--- config.mk ---
export PLATFORM = sky130hd
export DESIGN_NAME = turing_machine_step_with_loop_detect_top
export DESIGN_NICKNAME = d
export VERILOG_FILES = /design/src/rtl/tms_pkg.sv /design/src/rtl/tms_ctrl.sv /design/src/rtl/tms_dpath.sv /design/src/rtl/turing_machine_step_with_loop_detect_top.sv
export VERILOG_INCLUDE_DIRS = /design/src /design/src/rtl
export SDC_FILE = /design/constraint.sdc
export NUM_CORES = 2
export LEC_CHECK = 0
export ABC_AREA = 1
export ABC_CLOCK_PERIOD_IN_PS = 14400
export BUFFER_PORTS_ARGS = -buffer_cell sky130_fd_sc_hd__buf_2
export CORE_MARGIN = 4
export CORE_UTILIZATION = 57
export CTS_CLUSTER_SIZE = 40
export DETAILED_ROUTE_END_ITERATION = 16
export GPL_ROUTABILITY_DRIVEN = 0
export GPL_TIMING_DRIVEN = 1
export PLACE_DENSITY_LB_ADDON = 0.2
export SYNTH_ARGS = -nofsm -noshare
export SYNTH_HDL_FRONTEND = slang
export SYNTH_SLANG_ARGS = --single-unit
--- constraint.sdc ---
create_clock -name clk -period 14.4 [get_ports clk]
set_clock_uncertainty 0.05 [all_clocks]
set_input_delay 0.72 -clock clk [delete_from_list [all_inputs] [get_ports clk]]
set_output_delay 0.72 -clock clk [all_outputs]
set_load 0.05 [all_outputs]
--- src/rtl/turing_machine_step_with_loop_detect_top_assert.svh ---
// ----------------------------------------------------------------------------
// Assertion macros for the Turing machine stepper
// Each macro expands to a labeled concurrent assertion on clk, disabled in
// reset, or to nothing when NO_ASSERTIONS is defined.
// ----------------------------------------------------------------------------
`ifndef TURING_MACHINE_STEP_WITH_LOOP_DETECT_TOP_ASSERT_SVH
`define TURING_MACHINE_STEP_WITH_LOOP_DETECT_TOP_ASSERT_SVH

`ifndef NO_ASSERTIONS
// Same-cycle implication.
`define TMS_ASSERT_NOW(name, ante, cons) \
  name: assert property (@(posedge clk) disable iff (!rst_n) (ante) |-> (cons)) \
    else $error("tms assertion failed");
// Next-cycle implication.
`define TMS_ASSERT_NEXT(name, ante, cons) \
  name: assert property (@(posedge clk) disable iff (!rst_n) (ante) |=> (cons)) \
    else $error("tms assertion failed");
`else
`define TMS_ASSERT_NOW(name, ante, cons)
`define TMS_ASSERT_NEXT(name, ante, cons)
`endif

`endif

--- src/rtl/tms_pkg.sv ---
// ----------------------------------------------------------------------------
// tms_pkg
// Shared sizes, codes, rule layout and helpers of the Turing machine stepper.
// ----------------------------------------------------------------------------
package tms_pkg;

  localparam int MAX_STATES  = 16;
  localparam int MAX_SYMBOLS = 4;
  localparam int TAPE_CELLS  = 1024;

  localparam int STATE_W    = $clog2(MAX_STATES);
  localparam int SYM_W      = $clog2(MAX_SYMBOLS);
  localparam int RULE_AW    = STATE_W + SYM_W;
  localparam int RULE_DEPTH = MAX_STATES * MAX_SYMBOLS;
  localparam int RULE_W     = STATE_W + 1 + SYM_W + 1;
  localparam int TAPE_AW    = $clog2(TAPE_CELLS);
  localparam int POS_W      = TAPE_AW;
  localparam int TAPE_HALF  = TAPE_CELLS / 2;
  localparam int CNT_W      = 5;
  localparam int CFG_W      = 5;

  typedef logic signed [POS_W-1:0] pos_t;

  localparam pos_t POS_HIGH = pos_t'(TAPE_HALF - 1);
  localparam pos_t POS_LOW  = pos_t'(-TAPE_HALF);
  localparam logic [CNT_W-1:0] RUN_MAX = '1;

  typedef enum logic [1:0] {
    OP_LOAD  = 2'd0,
    OP_START = 2'd1,
    OP_STEP  = 2'd2,
    OP_READ  = 2'd3
  } opcode_t;

  typedef enum logic [2:0] {
    ST_RUNNING   = 3'd0,
    ST_HALTED    = 3'd1,
    ST_SHORT_ESC = 3'd2,
    ST_LONG_ESC  = 3'd3,
    ST_TWO_CYCLE = 3'd4,
    ST_EXHAUSTED = 3'd5
  } status_t;

  typedef enum logic [0:0] {
    CFG_STATE_COUNT = 1'b0,
    CFG_BLANK       = 1'b1
  } cfg_idx_t;

  // Bit layout of one rule table entry, most significant field first.
  typedef struct packed {
    logic [STATE_W-1:0] next_state;
    logic               halts;
    logic [SYM_W-1:0]   wsym;
    logic               right;
  } rule_t;

  // Commands from the controller to the datapath.
  typedef struct packed {
    logic latch;
    logic load_rule;
    logic restart;
    logic tape_rd_head;
    logic tape_rd_pos;
    logic rule_rd1;
    logic exec_step;
    logic rule_rd2;
    logic check2;
    logic respond;
  } tms_cmd_t;

  // Status from the datapath to the controller.
  typedef struct packed {
    opcode_t op;
    logic    running;
    logic    need_second;
  } tms_stat_t;

  // Tape position to memory address: position p lives at p + TAPE_HALF.
  function automatic logic [TAPE_AW-1:0] tape_index(input pos_t p);
    return TAPE_AW'(p + TAPE_HALF);
  endfunction

endpackage

--- src/rtl/tms_ctrl.sv ---
// ----------------------------------------------------------------------------
// tms_ctrl
// Sequencer of the stepper: walks each item through memory accesses.
// ----------------------------------------------------------------------------
module tms_ctrl import tms_pkg::*; (
  input  logic      clk,
  input  logic      rst_n,
  input  logic      start,
  output logic      busy,
  output logic      out_valid,
  output tms_cmd_t  cmd,
  input  tms_stat_t stat
);

  typedef enum logic [2:0] {
    S_IDLE,
    S_DISPATCH,
    S_RULE1,
    S_EXEC,
    S_TAPE2,
    S_RULE2,
    S_CHECK2,
    S_RESP
  } ctrl_state_t;

  ctrl_state_t state_r, state_nxt;
  logic        out_valid_r;

  always_comb begin
    cmd       = '0;
    state_nxt = state_r;
    case (state_r)
      S_IDLE: begin
        if (start) begin
          cmd.latch = 1'b1;
          state_nxt = S_DISPATCH;
        end
      end
      S_DISPATCH: begin
        state_nxt = S_RESP;
        case (stat.op)
          OP_LOAD:  cmd.load_rule = 1'b1;
          OP_START: cmd.restart = 1'b1;
          OP_STEP: begin
            if (stat.running) begin
              cmd.tape_rd_head = 1'b1;
              state_nxt        = S_RULE1;
            end
          end
          OP_READ:  cmd.tape_rd_pos = 1'b1;
          default:  ;
        endcase
      end
      S_RULE1: begin
        cmd.rule_rd1 = 1'b1;
        state_nxt    = S_EXEC;
      end
      S_EXEC: begin
        cmd.exec_step = 1'b1;
        state_nxt     = stat.need_second ? S_TAPE2 : S_RESP;
      end
      S_TAPE2: begin
        cmd.tape_rd_head = 1'b1;
        state_nxt        = S_RULE2;
      end
      S_RULE2: begin
        cmd.rule_rd2 = 1'b1;
        state_nxt    = S_CHECK2;
      end
      S_CHECK2: begin
        cmd.check2 = 1'b1;
        state_nxt  = S_RESP;
      end
      S_RESP: begin
        cmd.respond = 1'b1;
        state_nxt   = S_IDLE;
      end
      default: state_nxt = S_IDLE;
    endcase
  end

  always_ff @(posedge clk) begin
    if (!rst_n) begin
      state_r     <= S_IDLE;
      out_valid_r <= 1'b0;
    end else begin
      state_r     <= state_nxt;
      out_valid_r <= (state_r == S_RESP);
    end
  end

  assign busy      = (state_r != S_IDLE);
  assign out_valid = out_valid_r;

endmodule

--- src/rtl/tms_dpath.sv ---
// ----------------------------------------------------------------------------
// tms_dpath
// Datapath of the stepper: rule and tape memories, machine registers,
// step evaluation and result registers.
// ----------------------------------------------------------------------------
module tms_dpath import tms_pkg::*; (
  input  logic                     clk,
  input  logic                     rst_n,
  input  tms_cmd_t                 cmd,
  output tms_stat_t                stat,
  input  logic                     cfg_we,
  input  logic [0:0]               cfg_index,
  input  logic [CFG_W-1:0]         cfg_wdata,
  input  logic [1:0]               in_opcode,
  input  logic [STATE_W-1:0]       in_entry_state,
  input  logic [SYM_W-1:0]         in_entry_symbol,
  input  logic [STATE_W-1:0]       in_entry_next_state,
  input  logic                     in_entry_halts,
  input  logic [SYM_W-1:0]         in_entry_write,
  input  logic                     in_entry_right,
  input  logic signed [POS_W-1:0]  in_cell_position,
  output logic [2:0]               out_status,
  output logic [STATE_W-1:0]       out_current_state,
  output logic signed [POS_W-1:0]  out_head_at,
  output logic signed [POS_W-1:0]  out_leftmost,
  output logic [POS_W-2:0]         out_rightmost,
  output logic [SYM_W-1:0]         out_cell_value
);

  // Captured item.
  opcode_t            op_r;
  logic [STATE_W-1:0] ent_state_r;
  logic [SYM_W-1:0]   ent_sym_r;
  rule_t              ent_rule_r;
  pos_t               pos_r;

  // Machine state.
  logic [STATE_W-1:0] state_r, state_nxt;
  pos_t               head_r, head_nxt;
  pos_t               low_r, low_nxt;
  pos_t               high_r, high_nxt;
  logic [CNT_W-1:0]   run_r, run_nxt;
  logic               fresh_r, fresh_nxt;
  status_t            status_r, status_nxt;

  // Configuration.
  logic [CNT_W-1:0]   scount_r;
  logic [SYM_W-1:0]   blank_r;

  // Values kept between the first and the second lookup.
  logic [SYM_W-1:0]   s1_r, s2_r;
  logic [STATE_W-1:0] st1_r;
  logic               right_r;

  // Memories.
  logic [RULE_W-1:0]  rule_mem [RULE_DEPTH];
  logic [RULE_W-1:0]  rule_q_r;
  logic [SYM_W-1:0]   tape_mem [TAPE_CELLS];
  logic [SYM_W-1:0]   tape_q_r;

  logic [RULE_AW-1:0] rule_addr;
  logic [TAPE_AW-1:0] tape_addr;
  logic [SYM_W-1:0]   s_sel;
  rule_t              tr;
  pos_t               np;
  logic               exhaust, newcell, short_esc, long_esc, two_cyc;
  logic [CNT_W-1:0]   run_inc;
  logic               cell_blank;
  logic [SYM_W-1:0]   cell_val;

  // The symbol under the head: a cell just reached for the first time is blank.
  assign s_sel     = fresh_r ? blank_r : tape_q_r;
  assign rule_addr = cmd.load_rule ? {ent_state_r, ent_sym_r} : {state_r, s_sel};
  assign tape_addr = cmd.tape_rd_pos ? tape_index(pos_r) : tape_index(head_r);

  always_ff @(posedge clk) begin
    if (cmd.load_rule) begin
      rule_mem[rule_addr] <= ent_rule_r;
    end else if (cmd.rule_rd1 || cmd.rule_rd2) begin
      rule_q_r <= rule_mem[rule_addr];
    end
  end

  always_ff @(posedge clk) begin
    if (cmd.exec_step) begin
      tape_mem[tape_addr] <= tr.wsym;
    end else if (cmd.tape_rd_head || cmd.tape_rd_pos) begin
      tape_q_r <= tape_mem[tape_addr];
    end
  end

  // Step evaluation from the fetched rule.
  always_comb begin
    tr        = rule_t'(rule_q_r);
    exhaust   = tr.right ? (head_r == POS_HIGH) : (head_r == POS_LOW);
    np        = tr.right ? pos_t'(head_r + pos_t'(1)) : pos_t'(head_r - pos_t'(1));
    newcell   = tr.right ? (np > high_r) : (np < low_r);
    run_inc   = (run_r == RUN_MAX) ? run_r : CNT_W'(run_r + 1'b1);
    short_esc = (s1_r == blank_r) && (tr.next_state == state_r);
    long_esc  = (run_inc > scount_r);
    two_cyc   = !tr.halts && (tr.next_state == st1_r) && (tr.wsym == s2_r) &&
                (tr.right != right_r);
  end

  assign stat.op          = op_r;
  assign stat.running     = (status_r == ST_RUNNING);
  assign stat.need_second = !tr.halts && !exhaust && !(newcell && (short_esc || long_esc)) &&
                            (tr.wsym == s1_r);

  always_comb begin
    state_nxt  = state_r;
    head_nxt   = head_r;
    low_nxt    = low_r;
    high_nxt   = high_r;
    run_nxt    = run_r;
    fresh_nxt  = fresh_r;
    status_nxt = status_r;
    if (cmd.restart) begin
      state_nxt  = '0;
      head_nxt   = '0;
      low_nxt    = '0;
      high_nxt   = '0;
      run_nxt    = '0;
      fresh_nxt  = 1'b1;
      status_nxt = ST_RUNNING;
    end
    if (cmd.exec_step) begin
      fresh_nxt = 1'b0;
      if (tr.halts) begin
        status_nxt = ST_HALTED;
      end else begin
        state_nxt = tr.next_state;
        if (exhaust) begin
          status_nxt = ST_EXHAUSTED;
        end else begin
          head_nxt = np;
          if (newcell) begin
            if (tr.right) begin
              high_nxt = np;
            end else begin
              low_nxt = np;
            end
            fresh_nxt = 1'b1;
            run_nxt   = run_inc;
            if (short_esc) begin
              status_nxt = ST_SHORT_ESC;
            end else if (long_esc) begin
              status_nxt = ST_LONG_ESC;
            end
          end else begin
            run_nxt = '0;
          end
        end
      end
    end
    if (cmd.check2 && two_cyc) begin
      status_nxt = ST_TWO_CYCLE;
    end
  end

  always_ff @(posedge clk) begin
    if (!rst_n) begin
      state_r  <= '0;
      head_r   <= '0;
      low_r    <= '0;
      high_r   <= '0;
      run_r    <= '0;
      fresh_r  <= 1'b1;
      status_r <= ST_RUNNING;
      scount_r <= CNT_W'(2);
      blank_r  <= '0;
    end else begin
      state_r  <= state_nxt;
      head_r   <= head_nxt;
      low_r    <= low_nxt;
      high_r   <= high_nxt;
      run_r    <= run_nxt;
      fresh_r  <= fresh_nxt;
      status_r <= status_nxt;
      if (cfg_we) begin
        case (cfg_idx_t'(cfg_index))
          CFG_STATE_COUNT: scount_r <= cfg_wdata;
          CFG_BLANK:       blank_r  <= cfg_wdata[SYM_W-1:0];
          default:         ;
        endcase
      end
    end
  end

  // Cell read: outside the visited span, or the fresh cell under the head, is blank.
  assign cell_blank = (pos_r < low_r) || (pos_r > high_r) || ((pos_r == head_r) && fresh_r);
  assign cell_val   = cell_blank ? blank_r : tape_q_r;

  always_ff @(posedge clk) begin
    if (cmd.latch) begin
      op_r                  <= opcode_t'(in_opcode);
      ent_state_r           <= in_entry_state;
      ent_sym_r             <= in_entry_symbol;
      ent_rule_r.next_state <= in_entry_next_state;
      ent_rule_r.halts      <= in_entry_halts;
      ent_rule_r.wsym       <= in_entry_write;
      ent_rule_r.right      <= in_entry_right;
      pos_r                 <= in_cell_position;
    end
    if (cmd.rule_rd1) begin
      s1_r <= s_sel;
    end
    if (cmd.rule_rd2) begin
      s2_r <= s_sel;
    end
    if (cmd.exec_step) begin
      st1_r   <= state_r;
      right_r <= tr.right;
    end
    if (cmd.respond) begin
      out_status        <= status_r;
      out_current_state <= state_r;
      out_head_at       <= head_r;
      out_leftmost      <= low_r;
      out_rightmost     <= high_r[POS_W-2:0];
      out_cell_value    <= (op_r == OP_READ) ? cell_val : '0;
    end
  end

endmodule

--- src/rtl/turing_machine_step_with_loop_detect_top.sv ---
// ----------------------------------------------------------------------------
// turing_machine_step_with_loop_detect_top
// Turing machine stepper with escapee detection and detection of loops of order two.
// An item is taken at a clock edge with start high and busy low. Its opcode
// loads a rule table entry, restarts the machine, takes one step or reads one
// tape cell. Every item gives exactly one result: out_valid is high for one
// cycle with the status, state, head, visited span and cell value.
// Load, start, read and a step of a stopped machine only dispatch and respond;
// a step also reads the rule table and executes, and may then look ahead one
// transition for a cycle of order two (tape read, rule read, check). The result
// strobe follows in the next cycle, with busy low, so a new start can be taken
// while it is high. The rule and tape memories are single-port: each step reads
// the tape, then the rule table, then writes the tape, in separate cycles.
// Reset clears the machine registers and sets state_count to 2 and blank to 0;
// the rule table and tape are not cleared, since fresh cells read as blank.
// The receiver cannot stall: each transfer on the result side is taken at once.
// Configuration writes are taken at any edge out of reset with cfg_we high.
// ----------------------------------------------------------------------------
`include "turing_machine_step_with_loop_detect_top_assert.svh"

module turing_machine_step_with_loop_detect_top import tms_pkg::*; (
  input  logic                     clk,
  input  logic                     rst_n,
  // Configuration port.
  input  logic                     cfg_we,
  input  logic [0:0]               cfg_index,
  input  logic [CFG_W-1:0]         cfg_wdata,
  // Command channel.
  input  logic                     start,
  output logic                     busy,
  input  logic [1:0]               in_opcode,
  input  logic [STATE_W-1:0]       in_entry_state,
  input  logic [SYM_W-1:0]         in_entry_symbol,
  input  logic [STATE_W-1:0]       in_entry_next_state,
  input  logic                     in_entry_halts,
  input  logic [SYM_W-1:0]         in_entry_write,
  input  logic                     in_entry_right,
  input  logic signed [POS_W-1:0]  in_cell_position,
  // Result channel.
  output logic                     out_valid,
  output logic [2:0]               out_status,
  output logic [STATE_W-1:0]       out_current_state,
  output logic signed [POS_W-1:0]  out_head_at,
  output logic signed [POS_W-1:0]  out_leftmost,
  output logic [POS_W-2:0]         out_rightmost,
  output logic [SYM_W-1:0]         out_cell_value
);

  tms_cmd_t  cmd;
  tms_stat_t stat;

  // The sequencer owns the handshake and the result strobe.
  tms_ctrl u_ctrl (
    .clk       (clk),
    .rst_n     (rst_n),
    .start     (start),
    .busy      (busy),
    .out_valid (out_valid),
    .cmd       (cmd),
    .stat      (stat)
  );

  // The datapath holds the memories, machine registers and result registers.
  tms_dpath u_dpath (
    .clk                 (clk),
    .rst_n               (rst_n),
    .cmd                 (cmd),
    .stat                (stat),
    .cfg_we              (cfg_we),
    .cfg_index           (cfg_index),
    .cfg_wdata           (cfg_wdata),
    .in_opcode           (in_opcode),
    .in_entry_state      (in_entry_state),
    .in_entry_symbol     (in_entry_symbol),
    .in_entry_next_state (in_entry_next_state),
    .in_entry_halts      (in_entry_halts),
    .in_entry_write      (in_entry_write),
    .in_entry_right      (in_entry_right),
    .in_cell_position    (in_cell_position),
    .out_status          (out_status),
    .out_current_state   (out_current_state),
    .out_head_at         (out_head_at),
    .out_leftmost        (out_leftmost),
    .out_rightmost       (out_rightmost),
    .out_cell_value      (out_cell_value)
  );

  // An accepted item always keeps the block busy in the following cycle.
  `TMS_ASSERT_NEXT(a_accept_busy, start && !busy, busy)
  // A result is only presented once the item's work is complete.
  `TMS_ASSERT_NOW(a_result_idle, out_valid, !busy)
  // One item gives one result: the strobe drops again after each result.
  `TMS_ASSERT_NEXT(a_single_strobe, out_valid, !out_valid)
  // The left edge of the visited span never lies right of the origin.
  `TMS_ASSERT_NOW(a_left_mark, out_valid, out_leftmost <= 0)

endmodule
==> summary.md <==
| Metric | Value |
|---|---|
| Status | completed |
| CTS tree | yes |
| Syn nets | 11300 |
| Final core utilization | 0.632 |
| Post-synth EDFFs | 2643 |
| DRT iter0 DRCs | 11300 |
| Seq/Total Area, Yosys | 0.700 |
| CP max stage cell | buf_4 |
| Global-route wire length before repair | 475 mm |
| WP data required | 15.13 ns |
| Crit-path leading delay family | buffers and inverters |
| TNS Setup | 0 ns |
| CORE AREA | 200000 µm² |
| Max-Cap Viols | 0 |
| Worst Setup End Kind | flip-flop |
| Vias per inst | 5.78 |
| Worst stage delay on the critical path | 0.92 ns |
| Final cycle utilization of the critical path | 0.445 |
| RSZ-0062 raised after global routing | false |
| Psw | 4.97 mW |
| Post-Syn Instances | 11200 |
| DRT Pass-1 Iters | 7 |
| Startpoint types | flip-flop |
| Crit path max fanout | 196 |
| Post-route cell area | 126000 µm² |
| Layout fillers | 15800 |
| Initial antenna violation count | 15 |
| #FFs+latches synth | 2697 |
| Core Rows | 164 |
| Synthesized cell area | 115000 µm² |
| Die width | 457 µm |
| Netlist cell types | 49 |
| Area of placed instances | 117000 µm² |
| Sw Share | 0.266 |
| Clock Pin Slew Worst Setup and Hold Paths | 0.07 ns |
| Yosys top cell by area | edfxtp_1 |
| Starting Density | 0.575 |
| Hold Slack | 0.0622 ns |
| Vias in the first global route | 76800 |
| Total power | 18.7 mW |
| Adder-cell area share of the yosys netlist | 0.00583 |
| Num CTS Buffers | 294 |
| WP buf/inv | 4 |
| Largest net degree at the start of global routing | 210 |
| Syn. warnings | 0 |
| Clk_lat worst skew | 0.93 ns |
| Crit Path Class | reg -> reg |
| Top post-synthesis cells by count | nand2_1, edfxtp_1, nor2_1 |
| Least-Margin Pin Slew | 1.44 ns |
| Fin crit period | 6.41 ns |
| Final #Nets | 11200 |
| Die ar. | 209000 µm² |
| DR WL/cell | 23.0 µm |
| Buffers on Ports | 75 |
| Remaining DRCs | 0 |
| Leak pwr | 47.9 nW |
| Gr ovfl total | 0 |
| Min-Delay Path Class | in -> reg |
| PD cells | 148 nW/µm² |
| Post-Syn Area per Cell | 10.3 µm² |
| Post-synthesis mux area share | 0.0000980 |
| Gate power share | 0.134 |
| Setup Fix Bufs, Post-CTS | 0 |
| Area Growth Syn to Fin | 10.0% |
| DRT antenna net count | 0 |
| CTS Root Cell | clkbuf_16 |
| Vias | 80700 |
| Ports | 76 |
| Post-CTS Hold Fix Bufs | 29 |
| Final setup violation count | 0 |
| Ys async rst share | 0 |
| Post-Synth Simple-Gate Area | 0.242 |
| Post-synthesis compound-gate area fraction | 0.0209 |
| H-tree depth | 5 |
| Slew HR | 0.0407 |
| Final wirelength | 321 mm |
| Critical-path cell list | inv_2, nand3_2, nand2_2, nand2_8, buf_12, buf_4, buf_4, nand2_1, nand2_1, nand2_1, nand2_1, nand2_1, nand2_1, nor2_1, nand2_1, nand2_1, nand2_1, o21ai_1, nand2_1, nor2_1, nand2_1 |
| Internal power | 13.7 mW |
| Worst-case vdd ir drop | 0.135 mV |
| Largest family of logic cells by synthesized area | simple AND/OR/NAND/NOR gates |
| Final slew viol count | 0 |
| Clock buffer depth | 4 |
| Most frequent CP cell | nand2_1 |
| Primary FF master, synth | edfxtp_1 |
| Fmax | 156 MHz |
| Clk pwr share | 0.379 |
| Share of post-route cells with drive strength above 1 | 0.0632 |
| Reg power frac | 0.487 |
| Worst EP arrival | 7.14 ns |
| Dominant cells by area after synthesis | edfxtp_1, nand2_1, nor2_1, buf_2, a22oi_1 |
| DIE HEIGHT | 457 µm |
| Synth top area share | 0.690 |
| XOR/XNOR Fraction of Synth Area | 0.00190 |
| Gr usage total | 0.301 |
| Clk sinks | 2697 |
| Final Hold Vio Count | 0 |
| DP Wirelength | 167 mm |
| Most frequent cell after synthesis | nand2_1 |
| Post-CTS Resized | 0 |
==> sequential cells by signal, summed over array words and instances, names as in the netlist, 4 cells and up <==
register                   flops
u_dpath.run_r                  5
u_dpath.high_r                10
u_dpath.tape_mem            2048
u_dpath.state_r                4
u_dpath.out_leftmost          10
u_dpath.pos_r                 10
u_dpath.head_r                10
u_dpath.out_current_state      4
u_dpath.ent_state_r            4
u_dpath.out_rightmost          9
u_dpath.low_r                 10
u_dpath.rule_q_r               8
u_dpath.scount_r               5
u_dpath.rule_mem             512
u_dpath.st1_r                  4
u_dpath.ent_rule_r             8
u_dpath.out_head_at           10
==> cell families after synthesis <==
logic type	count (synthesis)
buf+inv	796
flops	2697
fa+ha+maj	53
xor+xnor	25
compound gates	370
simple gates	7239
mux	1
==> cell type report <==
class                   instances  area, µm²  share of cell area
well taps                    2656       3320              0.0263
inverters                     174        664             0.00525
repair buffers                257       1900              0.0150
flip-flops and latches       2697      80400               0.636
clock inverters               132       1080             0.00851
clock buffers                 352       7740              0.0612
diodes                          4       10.0           0.0000791
multi-input cells            7688      31300               0.248
==> power groups by stage <==
stage / sequential [mW] / clock [mW] / combinational [mW]
2_1_floorplan: 9.86 / 0 / 1.32
3_3_place_gp: 9.26 / 0 / 2.42
3_5_place_dp: 9.26 / 0 / 2.45
4_1_cts: 9.09 / 7.14 / 2.47
5_1_grt: 9.09 / 7.49 / 2.73
6_report: 9.09 / 7.08 / 2.50
==> metrics by stage <==
stage               instances  setup slack [ns]
floorplan               11200            -0.402
global placement        13400              8.37
detailed placement      13400              8.26
CTS                     14000              8.22
global route            14000              7.71
finish                  14000              7.99
==> metal layers <==
layer,track usage,share of wire
met5,0,0.00079
met4,0.111,0.038
met3,0.0582,0.11
met2,0.479,0.46
met1,0.417,0.39
==> final timing paths <==
| kind | from | end | slack [ns] | cells past startpoint |
|---|---|---|---|---|
| worst max-delay path | u_ctrl.state_r[2] | u_dpath.tape_q_r[1] | 7.99 | 21 |
| worst max register to register | u_ctrl.state_r[2] | u_dpath.tape_q_r[1] | 7.99 | 21 |
| worst min register to register | u_dpath.high_r[3] | u_dpath.out_rightmost[3] | 0.41 | 0 |
| worst min-delay path | cfg_wdata[2] | u_dpath.scount_r[2] | 0.06 | 3 |
==> worst reg2reg max path: stages (launching register included) <==
cell and delay, ns:
dfxtp_1 0.48, inv_2 0.15, nand3_2 0.29, nand2_2 0.20
nand2_8 0.49, buf_12 0.82, buf_4 1.09, buf_4 0.97
nand2_1 0.18, nand2_1 0.11, nand2_1 0.05, nand2_1 0.10
nand2_1 0.05, nand2_1 0.09, nor2_1 0.06, nand2_1 0.13
nand2_1 0.08, nand2_1 0.18, o21ai_1 0.16, nand2_1 0.27
nor2_1 0.16, nand2_1 0.11
==> layout by cell type, fill, tap and decap left out, drive strengths merged, types with 2 or more instances in the layout <==
cell type and n:
o211ai 4, dlygate4sd3 29, nor3 16, xnor2 10, o21ai 85, nand3 214, o22ai 3, clkinv 109
nand3b 2, nand2 5580, a211oi 10, a221oi 24, xor2 15, or2 10, o2111ai 3, edfxtp 2643
dfxtp 54, inv 176, a22oi 146, clkinvlp 3, and3 8, ha 52, buf 228, nor2 1343
clkbuf 352, a21oi 81, diode 4, nor4 5, a31oi 3, o21bai 6, nand4 59, bufinv 18
Note: power is estimated with default switching activity, not from simulation.
